File: config.mk
export PLATFORM = sky130hd
export DESIGN_NAME = cia402_drive_power_sequencer
export DESIGN_NICKNAME = d
export VERILOG_FILES = /design/src/rtl/core/cdps_pkg.sv /design/src/rtl/core/cdps_decode.sv /design/src/rtl/core/cdps_ctrl.sv /design/src/rtl/core/cia402_drive_power_sequencer.sv
export SDC_FILE = /design/constraint.sdc
export NUM_CORES = 1
export LEC_CHECK = 0
export BUFFER_PORTS_ARGS = -buffer_cell sky130_fd_sc_hd__buf_4
export CAP_MARGIN = 20
export CORE_MARGIN = 3
export CORE_UTILIZATION = 46
export DETAILED_ROUTE_END_ITERATION = 7
export PLACE_DENSITY = 0.75
export SLEW_MARGIN = 10
export SYNTH_ARGS = -nofsm -noshare
export SYNTH_HDL_FRONTEND = slang
export SYNTH_SLANG_ARGS = --single-unit
File: constraint.sdc
create_clock -name clock -period 1.9 [get_ports clock]
set_clock_uncertainty 0.1 [all_clocks]
set_input_delay 0.19 -clock clock [delete_from_list [all_inputs] [get_ports clock]]
set_output_delay 0.19 -clock clock [all_outputs]
set_load 0.01 [all_outputs]
File: src/rtl/core/cdps_pkg.sv
`timescale 1ns / 1ps

package cdps_pkg;

   // Request as it arrives from the fieldbus side
   typedef struct packed {
      logic [15:0]       status_word;
      logic signed [7:0] displayed_mode;
      logic [1:0]        requested_state;
      logic              fault_reset_request;
      logic              halt_level;
      logic [3:0]        mode_bits;
      logic [4:0]        maker_bits;
   } req_type;

   // Result handed back to the master
   typedef struct packed {
      logic [15:0] control_word;
      logic [2:0]  power_state;
      logic        fault_flag;
      logic        warning_flag;
      logic        remote_flag;
      logic        limit_flag;
      logic [6:0]  mode_code;
   } rsp_type;

   typedef enum logic [2:0] {
      PS_NOT_READY      = 3'd0,
      PS_DISABLED       = 3'd1,
      PS_READY          = 3'd2,
      PS_SWITCHED_ON    = 3'd3,
      PS_ENABLED        = 3'd4,
      PS_QUICKSTOP      = 3'd5,
      PS_FAULT_REACTION = 3'd6,
      PS_FAULT          = 3'd7
   } power_state_type;

   typedef enum logic [1:0] {
      REQ_NONE      = 2'd0,
      REQ_READY     = 2'd1,
      REQ_ENABLE    = 2'd2,
      REQ_QUICKSTOP = 2'd3
   } power_req_type;

   // Power control bits 3..0 of the control word
   localparam logic [3:0] PWR_SHUTDOWN  = 4'b0110;
   localparam logic [3:0] PWR_OFF       = 4'b0000;
   localparam logic [3:0] PWR_ENABLE    = 4'b1111;
   localparam logic [3:0] PWR_SWITCH_ON = 4'b0111;
   localparam logic [3:0] PWR_QUICKSTOP = 4'b1011;

   localparam logic [6:0] MODE_UNKNOWN  = 7'd127;
   localparam logic [7:0] MODE_MAX      = 8'd11;
   localparam logic [7:0] MODE_RESERVED = 8'd5;

   // Status word decode passed from decoder to control word builder
   typedef struct packed {
      power_state_type state;
      logic            fault_flag;
      logic            warning_flag;
      logic            remote_flag;
      logic            limit_flag;
      logic [6:0]      mode_code;
   } status_info_type;

endpackage

File: src/rtl/core/cdps_decode.sv
`timescale 1ns / 1ps

module cdps_decode (
   input  cdps_pkg::req_type         req,
   output cdps_pkg::status_info_type info
);
   import cdps_pkg::*;

   logic [15:0] sw;
   logic [7:0]  mode_raw;

   assign sw       = req.status_word;
   assign mode_raw = req.displayed_mode;

   // Test order matters: fault first, then quickstop, then enable
   always_comb begin
      info.fault_flag   = sw[3];
      info.warning_flag = sw[7];
      info.remote_flag  = sw[9];
      info.limit_flag   = sw[11];

      // Negative bytes read as large unsigned values and fall out as unknown
      info.mode_code = ((mode_raw <= MODE_MAX) && (mode_raw != MODE_RESERVED))
                       ? mode_raw[6:0] : MODE_UNKNOWN;

      priority if (sw[0]) begin
         priority if (sw[3])  info.state = PS_FAULT_REACTION;
         else if (!sw[5])     info.state = PS_QUICKSTOP;
         else if (sw[2])      info.state = PS_ENABLED;
         else if (sw[1])      info.state = PS_SWITCHED_ON;
         else                 info.state = PS_READY;
      end else begin
         priority if (sw[3])  info.state = PS_FAULT;
         else if (sw[6])      info.state = PS_DISABLED;
         else                 info.state = PS_NOT_READY;
      end
   end

endmodule

File: src/rtl/core/cdps_ctrl.sv
`timescale 1ns / 1ps

module cdps_ctrl (
   input  logic                      clock,
   input  logic                      reset,
   input  logic                      advance,
   input  cdps_pkg::req_type         req,
   input  cdps_pkg::status_info_type info,
   output logic [15:0]               control_word
);
   import cdps_pkg::*;

   logic [3:0] power_bits_ff;
   logic [3:0] power_bits_in;
   logic       reset_pending_ff;
   logic       reset_pending_in;
   logic       last_reset_bit_ff;
   logic       reset_bit;
   logic       pending_now;

   // Transition rules; no matching rule keeps the previous bits
   always_comb begin
      power_bits_in = power_bits_ff;
      unique case (power_req_type'(req.requested_state))
         REQ_NONE: begin
            power_bits_in = power_bits_ff;
         end
         REQ_READY: begin
            priority if (info.state == PS_ENABLED || info.state == PS_SWITCHED_ON ||
                         info.state == PS_DISABLED)
               power_bits_in = PWR_SHUTDOWN;
            else if (info.state == PS_QUICKSTOP)
               power_bits_in = PWR_OFF;
            else
               power_bits_in = power_bits_ff;
         end
         REQ_ENABLE: begin
            priority if (info.state == PS_SWITCHED_ON || info.state == PS_QUICKSTOP)
               power_bits_in = PWR_ENABLE;
            else if (info.state == PS_READY)
               power_bits_in = PWR_SWITCH_ON;
            else if (info.state == PS_DISABLED)
               power_bits_in = PWR_SHUTDOWN;
            else
               power_bits_in = power_bits_ff;
         end
         REQ_QUICKSTOP: begin
            if (info.state == PS_ENABLED || info.state == PS_QUICKSTOP)
               power_bits_in = PWR_QUICKSTOP;
            else
               power_bits_in = PWR_OFF;
         end
         default: begin
            power_bits_in = power_bits_ff;
         end
      endcase
   end

   // Fault reset only rises on a word whose predecessor had bit 7 low
   assign pending_now      = reset_pending_ff | req.fault_reset_request;
   assign reset_bit        = pending_now & ~last_reset_bit_ff;
   assign reset_pending_in = pending_now & ~reset_bit;

   assign control_word = {req.maker_bits, 1'b0, req.mode_bits[3], req.halt_level,
                          reset_bit, req.mode_bits[2:0], power_bits_in};

   always_ff @(posedge clock) begin
      if (reset) begin
         power_bits_ff     <= '0;
         reset_pending_ff  <= 1'b0;
         last_reset_bit_ff <= 1'b0;
      end else if (advance) begin
         power_bits_ff     <= power_bits_in;
         reset_pending_ff  <= reset_pending_in;
         last_reset_bit_ff <= reset_bit;
      end
   end

endmodule

File: src/rtl/core/cia402_drive_power_sequencer.sv
`timescale 1ns / 1ps

// Channel   Direction  Handshake              Payload
// req_*     in         req_valid / req_ready  cdps_pkg::req_type
// rsp_*     out        rsp_valid / rsp_ready  cdps_pkg::rsp_type
//
// A request passes the input register, then the result register, with only
// status decode and table choice between them; the result register loads
// when it is empty or being drained. One request per clock is sustained
// while results are taken; the input register refills while a finished
// result waits, and stalls only when both are full and none is taken.
// Synchronous reset clears valids, power bits and fault-reset tracking.

module cia402_drive_power_sequencer (
   input  logic              clock,
   input  logic              reset,
   input  logic              req_valid,
   output logic              req_ready,
   input  cdps_pkg::req_type req_payload,
   output logic              rsp_valid,
   input  logic              rsp_ready,
   output cdps_pkg::rsp_type rsp_payload
);
   import cdps_pkg::*;

   req_type         req_ff;
   logic            req_valid_ff;
   rsp_type         rsp_ff;
   rsp_type         rsp_in;
   logic            rsp_valid_ff;
   logic            advance;
   status_info_type info;
   logic [15:0]     control_word;

   // Request moves on when the result register is empty or being drained
   assign advance   = req_valid_ff & (~rsp_valid_ff | rsp_ready);
   assign req_ready = ~req_valid_ff | advance;

   cdps_decode u_decode (
      .req  (req_ff),
      .info (info)
   );

   // Sequencer state only steps when a request actually reaches the result
   cdps_ctrl u_ctrl (
      .clock        (clock),
      .reset        (reset),
      .advance      (advance),
      .req          (req_ff),
      .info         (info),
      .control_word (control_word)
   );

   assign rsp_in.control_word = control_word;
   assign rsp_in.power_state  = info.state;
   assign rsp_in.fault_flag   = info.fault_flag;
   assign rsp_in.warning_flag = info.warning_flag;
   assign rsp_in.remote_flag  = info.remote_flag;
   assign rsp_in.limit_flag   = info.limit_flag;
   assign rsp_in.mode_code    = info.mode_code;

   always_ff @(posedge clock) begin
      if (reset) begin
         req_valid_ff <= 1'b0;
         rsp_valid_ff <= 1'b0;
      end else begin
         if (req_ready) begin
            req_valid_ff <= req_valid;
         end
         if (advance) begin
            rsp_valid_ff <= 1'b1;
         end else if (rsp_ready) begin
            rsp_valid_ff <= 1'b0;
         end
      end
   end

   // Payload registers, no reset needed
   always_ff @(posedge clock) begin
      if (req_ready && req_valid) begin
         req_ff <= req_payload;
      end
      if (advance) begin
         rsp_ff <= rsp_in;
      end
   end

   assign rsp_valid   = rsp_valid_ff;
   assign rsp_payload = rsp_ff;

endmodule
Word-level counts from Yosys, hierarchy flattened
Cells that the tools add are included.

storage, ports and cells
  flip-flop bits (word level) = 70
  input port bits = 41
  output and inout bits = 32
  logic and storage cells = 63

operators by class
  magnitude comparators = 1
  equal/unequal tests = 9
  muxes and demuxes = 16
  bitwise logic cells = 10
  reduce and logical (&&, ||, !) cells = 8

operator list
  kind                                                                              count
  4-bit 2-to-1 mux                                                                  6
  4-bit one-hot mux with 4 select lines                                             1
  3-bit 2-to-1 mux                                                                  5
  8-bit by 4-bit less-or-equal comparator with 1-bit output, second input constant  1
  8-bit by 3-bit inequality test with 1-bit output, second input constant           1
  3-bit by 2-bit == test with 1-bit output, second input constant                   2
  3-bit == test, second input constant                                              2
  2-bit == test, second input constant                                              2
  1-bit logical OR                                                                  4
  1-bit 2-to-1 mux                                                                  4
  1-bit NOT                                                                         4
  1-bit bitwise AND                                                                 3
  3-bit by 1-bit == test with 1-bit output, second input constant                   1
  1-bit bitwise OR                                                                  3
  2-bit by 1-bit == test with 1-bit output, second input constant                   1
  1-bit logical AND                                                                 2
  2-bit logical NOT                                                                 1
  2-bit nonzero test                                                                1

Longest topological paths before layout
  word-level depth = 10
  depth in mapped cells = 5
  depth with buffers taken out = 5

Modules after synthesis
Synthesis repeated with hierarchy kept, for this count alone.

second synthesis, totals
  cells, all modules = 177
  area, all modules = 2854.0 um^2

by module, submodules not included
  module                        instances  cells each  area each (um^2)  seq. area each (um^2)
  cia402_drive_power_sequencer  1          77          2115.8            2052.0
  cdps_ctrl                     1          75          579.3             120.1
  cdps_decode                   1          25          158.9             0.0

Worst setup path after synthesis
Ideal clock, no wire load.

  path kind = register -> register
  start = register rsp_valid_ff (netlist: rsp_valid)
  end = register u_ctrl.power_bits_ff[0]
  library setup time = 0.131 ns
  arrival = 1.898 ns
  required time = 1.669 ns
  path slack = -0.229 ns
  stages on the path, launching flop included = 6
  path buffers = 0
  period minus slack after synthesis = 2.129 ns
  path through = dfxtp_1 nor2b_2 nand2b_1 clkinv_1 o21bai_1 o22ai_1

between the ends
  word-level cells in the longest chain between the ends = 3

ends and longest elaborated chain
  item                    RTL line                            RTL
  start, declared         cia402_drive_power_sequencer.sv:30  logic rsp_valid_ff;
  start signal, assigned  cia402_drive_power_sequencer.sv:65  rsp_valid_ff <= 1'b0;
  start signal, assigned  cia402_drive_power_sequencer.sv:71  rsp_valid_ff <= 1'b1;
  start signal, assigned  cia402_drive_power_sequencer.sv:73  rsp_valid_ff <= 1'b0;
  1-bit NOT               cia402_drive_power_sequencer.sv:36  assign advance = req_valid_ff & (~rsp_valid_ff | rsp_ready);
  1-bit bitwise OR        cia402_drive_power_sequencer.sv:36
  1-bit bitwise AND       cia402_drive_power_sequencer.sv:36
  via advance             cia402_drive_power_sequencer.sv:31  logic advance;
  end signal, assigned    cdps_ctrl.sv:73                     power_bits_ff <= power_bits_in;
  end, declared           cdps_ctrl.sv:13                     logic [3:0] power_bits_ff;

The timed path passes the listed nets, and every way through them passes these cells.
A chain may end at the register's enable or synchronous reset.

Worst setup path in the final report
  start = register req_ff[21] (netlist name)
  end = register rsp_ff, in the netlist rsp_payload[17], data pin

between the ends
  word-level cells in the longest chain between the ends = 6
  elaborated cells between the ends (all ways) = 17
  classes of those cells = eq/ne: 5; mux: 8; reduce/logical: 4

ends and longest elaborated chain
  item                                                                    RTL line                            RTL
  start, declared                                                         cia402_drive_power_sequencer.sv:26  req_type req_ff;
  start signal, assigned                                                  cia402_drive_power_sequencer.sv:81  req_ff <= req_payload;
  3-bit 2-to-1 mux *                                                      cdps_decode.sv:26                   priority if (sw[0]) begin
  3-bit by 1-bit == test with 1-bit output, or another cell as far along  cdps_ctrl.sv:30, cdps_ctrl.sv:42
  4-bit 2-to-1 mux / 1-bit logical OR (equally long branches)             cdps_ctrl.sv:42, cdps_ctrl.sv:29
  4-bit 2-to-1 mux / 1-bit logical OR (equally long branches)             cdps_ctrl.sv:40, cdps_ctrl.sv:29
  4-bit 2-to-1 mux (on tied branches)                                     cdps_ctrl.sv:38, cdps_ctrl.sv:29
  4-bit one-hot mux with 4 select lines *                                 cdps_ctrl.sv:24                     unique case (power_req_type'(req.requested_state))
  via control_word[3]                                                     cia402_drive_power_sequencer.sv:33  logic [15:0] control_word;
  end signal, assigned                                                    cia402_drive_power_sequencer.sv:84  rsp_ff <= rsp_in;
  end, declared                                                           cia402_drive_power_sequencer.sv:28  rsp_type rsp_ff;

The timed path passes the listed nets; every way through them passes the cells marked *.

==> impl_metrics.tcl <==
set metrics [dict create \
    power_density_mw_per_mm2 868.0 \
    cp-start-kind "register" \
    status "finished, final reports clean" \
    rr_worst_depth 4 \
    grt_max_degree 22 \
    die_width_um 80.14 \
    cts_tree "yes" \
    seq_area_sq_mm 0.001932 \
    placed_cell_area_sq_mm 0.003120 \
    fin_cells 346 \
    syn-num-nets 203 \
    finalWeightedCongestion 0.8281 \
    rows 26 \
    h-tree-depth 3 \
    yosysWarningCount 0 \
    holdPathStages 4 \
    hpwl_mm 2.972 \
    area_growth_pct 44.04 \
    pre_cts_ws_ps 176.3 \
    clock-sinks 67 \
    globalRouteTotalUtil_pct 17.27 \
    static-leakage-power_nw 1.363 \
    fmax_mhz 571.0 \
    rsz0062_at_grt "no" \
    end_kind "register" \
    max-vdd-ir-drop_v 0.0007118 \
    ctsResizeCount 0 \
    cp.arrival_ps 1730 \
    fin_crit_ps 1751 \
    drtIter0Drc 147 \
    routedWlPerCell_um 14.55 \
    antenna_found_initial 0 \
    initial_core_util_pct 48.58 \
    fin_ws_ps 148.8 \
    nFillCells 362 \
    grt_pass1_vias 1774 \
    rrSetupSlack_ps 150 \
    num_vias 1663 \
    grt.met3_usage_pct 8.184 \
    clk_pin_slew_worst_paths_ps 70 \
    r2r_end "rsp_payload[17]" \
    ys_seq_area_share_pct 76.40 \
    viasPerCell 4.806 \
    reg2reg_from "req_ff[21]" \
    crit_fanout 11 \
    min_path_type "in2reg" \
    fp.dieH_um 80.14 \
    root_buffer "clkbuf_8" \
    min_period_over_period_pct 92.17 \
    die_area_sq_mm 0.006422 \
    multi_input_area_sq_um 554.3 \
    cp.required_ps 1880 \
    syn_inst 162 \
    wl_mm 5.033 \
    coreArea_sq_mm 0.005205 \
    drv_cap 0 \
    synth-edff-count 59 \
    report.final.setup_viol 0 \
    drive_above_1_share_pct 35.14 \
    dpl.cell_count 297 \
    io_buffers 64 \
    overflow 0 \
    async_flop_share_pct 0 \
    finalSetupTns_ps 0 \
    num_io_pins 73 \
    avgSynthCellArea_sq_um 15.61 \
    final_area_sq_mm 0.003642 \
    drtAntennaViolNets 0 \
    nNetsFinal 312 \
    cts_buffer_depth 2 \
    grt_busiest_layer "met2" \
    met1_usage_pct 17.71 \
    final_hold_viol_count 0 \
    synth-seq-cells 67 \
    maxSlewViolCount 0 \
    synth_area_sq_mm 0.002529 \
    synth_ff_type "edfxtp_1" \
    ys_types 45 \
    insertedDiodeCount 0 \
    grt_util_met2_pct 31.29 \
    cts_buffers 9 \
    whs_endpoint "rsp_valid" \
    path_class "reg2reg" \
    first_pass_iters 4 \
    total_power_mw 3.162 \
    clock_latency_ps 340 \
    grt_pass1_wl_mm 8.176 \
    drc 0 \
    min-delay-start "rsp_ready" \
]
## cells by family (layout without fill, tap and decap cells)
kind of cell           count (synthesis)  count (layout)  share of synthesized area, %
DFF                                   67              67                         76.40
and+or+nand+nor                       56              56                         12.62
AOI/OAI and AO/OA                     31              31                         9.154
buffers and inverters                  7             121                         1.682
other                                  1               1                        0.1483
## power by group
group | total, mW | leakage, nW | switching (mW) | internal, mW
Clock | 1.14 | 0.0931 | 0.537 | 0.600
Combinational | 0.301 | 0.659 | 0.131 | 0.170
Sequential | 1.72 | 0.611 | 0.0384 | 1.69
Total | 3.16 | 1.36 | 0.706 | 2.46
## worst max path at each step
stage          startpoint  cells past startpoint         endpoint
6_report       req_ff[21]                      4  rsp_payload[17]
5_1_grt        req_ff[21]                      4  rsp_payload[17]
4_1_cts        req_ff[21]                      4  rsp_payload[17]
3_5_place_dp   req_ff[21]                      4  rsp_payload[17]
3_3_place_gp   req_ff[21]                      4  rsp_payload[17]
2_1_floorplan   rsp_valid                      3        req_ff[0]
## synth_stat cells, types with 2 or more instances
master	n	share of area (%)
edfxtp_1	59	70
nor3_1	4	0.79
buf_4	2	0.59
nand2_1	11	1.6
or2_1	3	0.74
a21o_1	2	0.59
nor2_1	13	1.9
dfxtp_1	8	6.3
nand4bb_1	2	0.89
nor2b_1	4	0.99
a21oi_1	8	1.6
o211ai_1	2	0.59
nand2b_1	8	2.0
a211oi_1	2	0.59
o21ai_0	4	0.79
## layer usage
metal	vias up	wire [um]
met5	-	0
met4	0	4
met3	2	377
met2	50	2813
met1	787	1837
li1	824	-
## worst max-delay path, stage by stage, from the launching register on
cell	delay [ps]
edfxtp_1	530
or3b_1	440
o311a_1	150
nor3_2	220
nor2_1	60
## repair_timing
item,CTS,global route
endpoints found under the hold margin,36,0
hold buffers,33,0
buffers inserted,0,0
## stage by stage
step                util, %  hold WS [ps]
global placement      59.95         268.0
finish                69.98         36.74
floorplan                 -         188.9
CTS                   69.98         21.68
detailed placement    59.95         269.3
global route          69.98         76.68
## cells in the final DEF, fill, tap and decap left out, types with 2 or more instances in the layout
master / Yosys / routed
clkinvlp_4: 0 / 2
buf_4: 2 / 69
nand2b_1: 8 / 8
dfxtp_1: 8 / 8
clkbuf_8: 0 / 9
nor2b_1: 4 / 4
o21ai_0: 4 / 4
nor2_1: 13 / 13
a21oi_1: 8 / 8
nor3_1: 4 / 4
or2_1: 3 / 3
dlygate4sd3_1: 0 / 33
a211oi_1: 2 / 2
nand2_1: 11 / 11
nand4bb_1: 2 / 2
o211ai_1: 2 / 2
clkinv_2: 0 / 3
a21o_1: 2 / 2
edfxtp_1: 59 / 59
## flip-flops by register name (all words and copies together), names as in the netlist
register,count
rsp_payload,29
u_ctrl.power_bits_ff,4
req_ff,30
rsp_valid,1
u_ctrl.last_reset_bit_ff,1
u_ctrl.reset_pending_ff,1
req_valid_ff,1
## final cells by class
class	count	area share (%)
Sequential cell	67	53.04
Timing Repair Buffer	103	23.84
Multi-Input combinational cell	88	15.22
Clock buffer	9	3.401
Tap cell	70	2.405
Clock inverter	7	1.855
Inverter	2	0.2405
(Power assumes the default switching activity.)
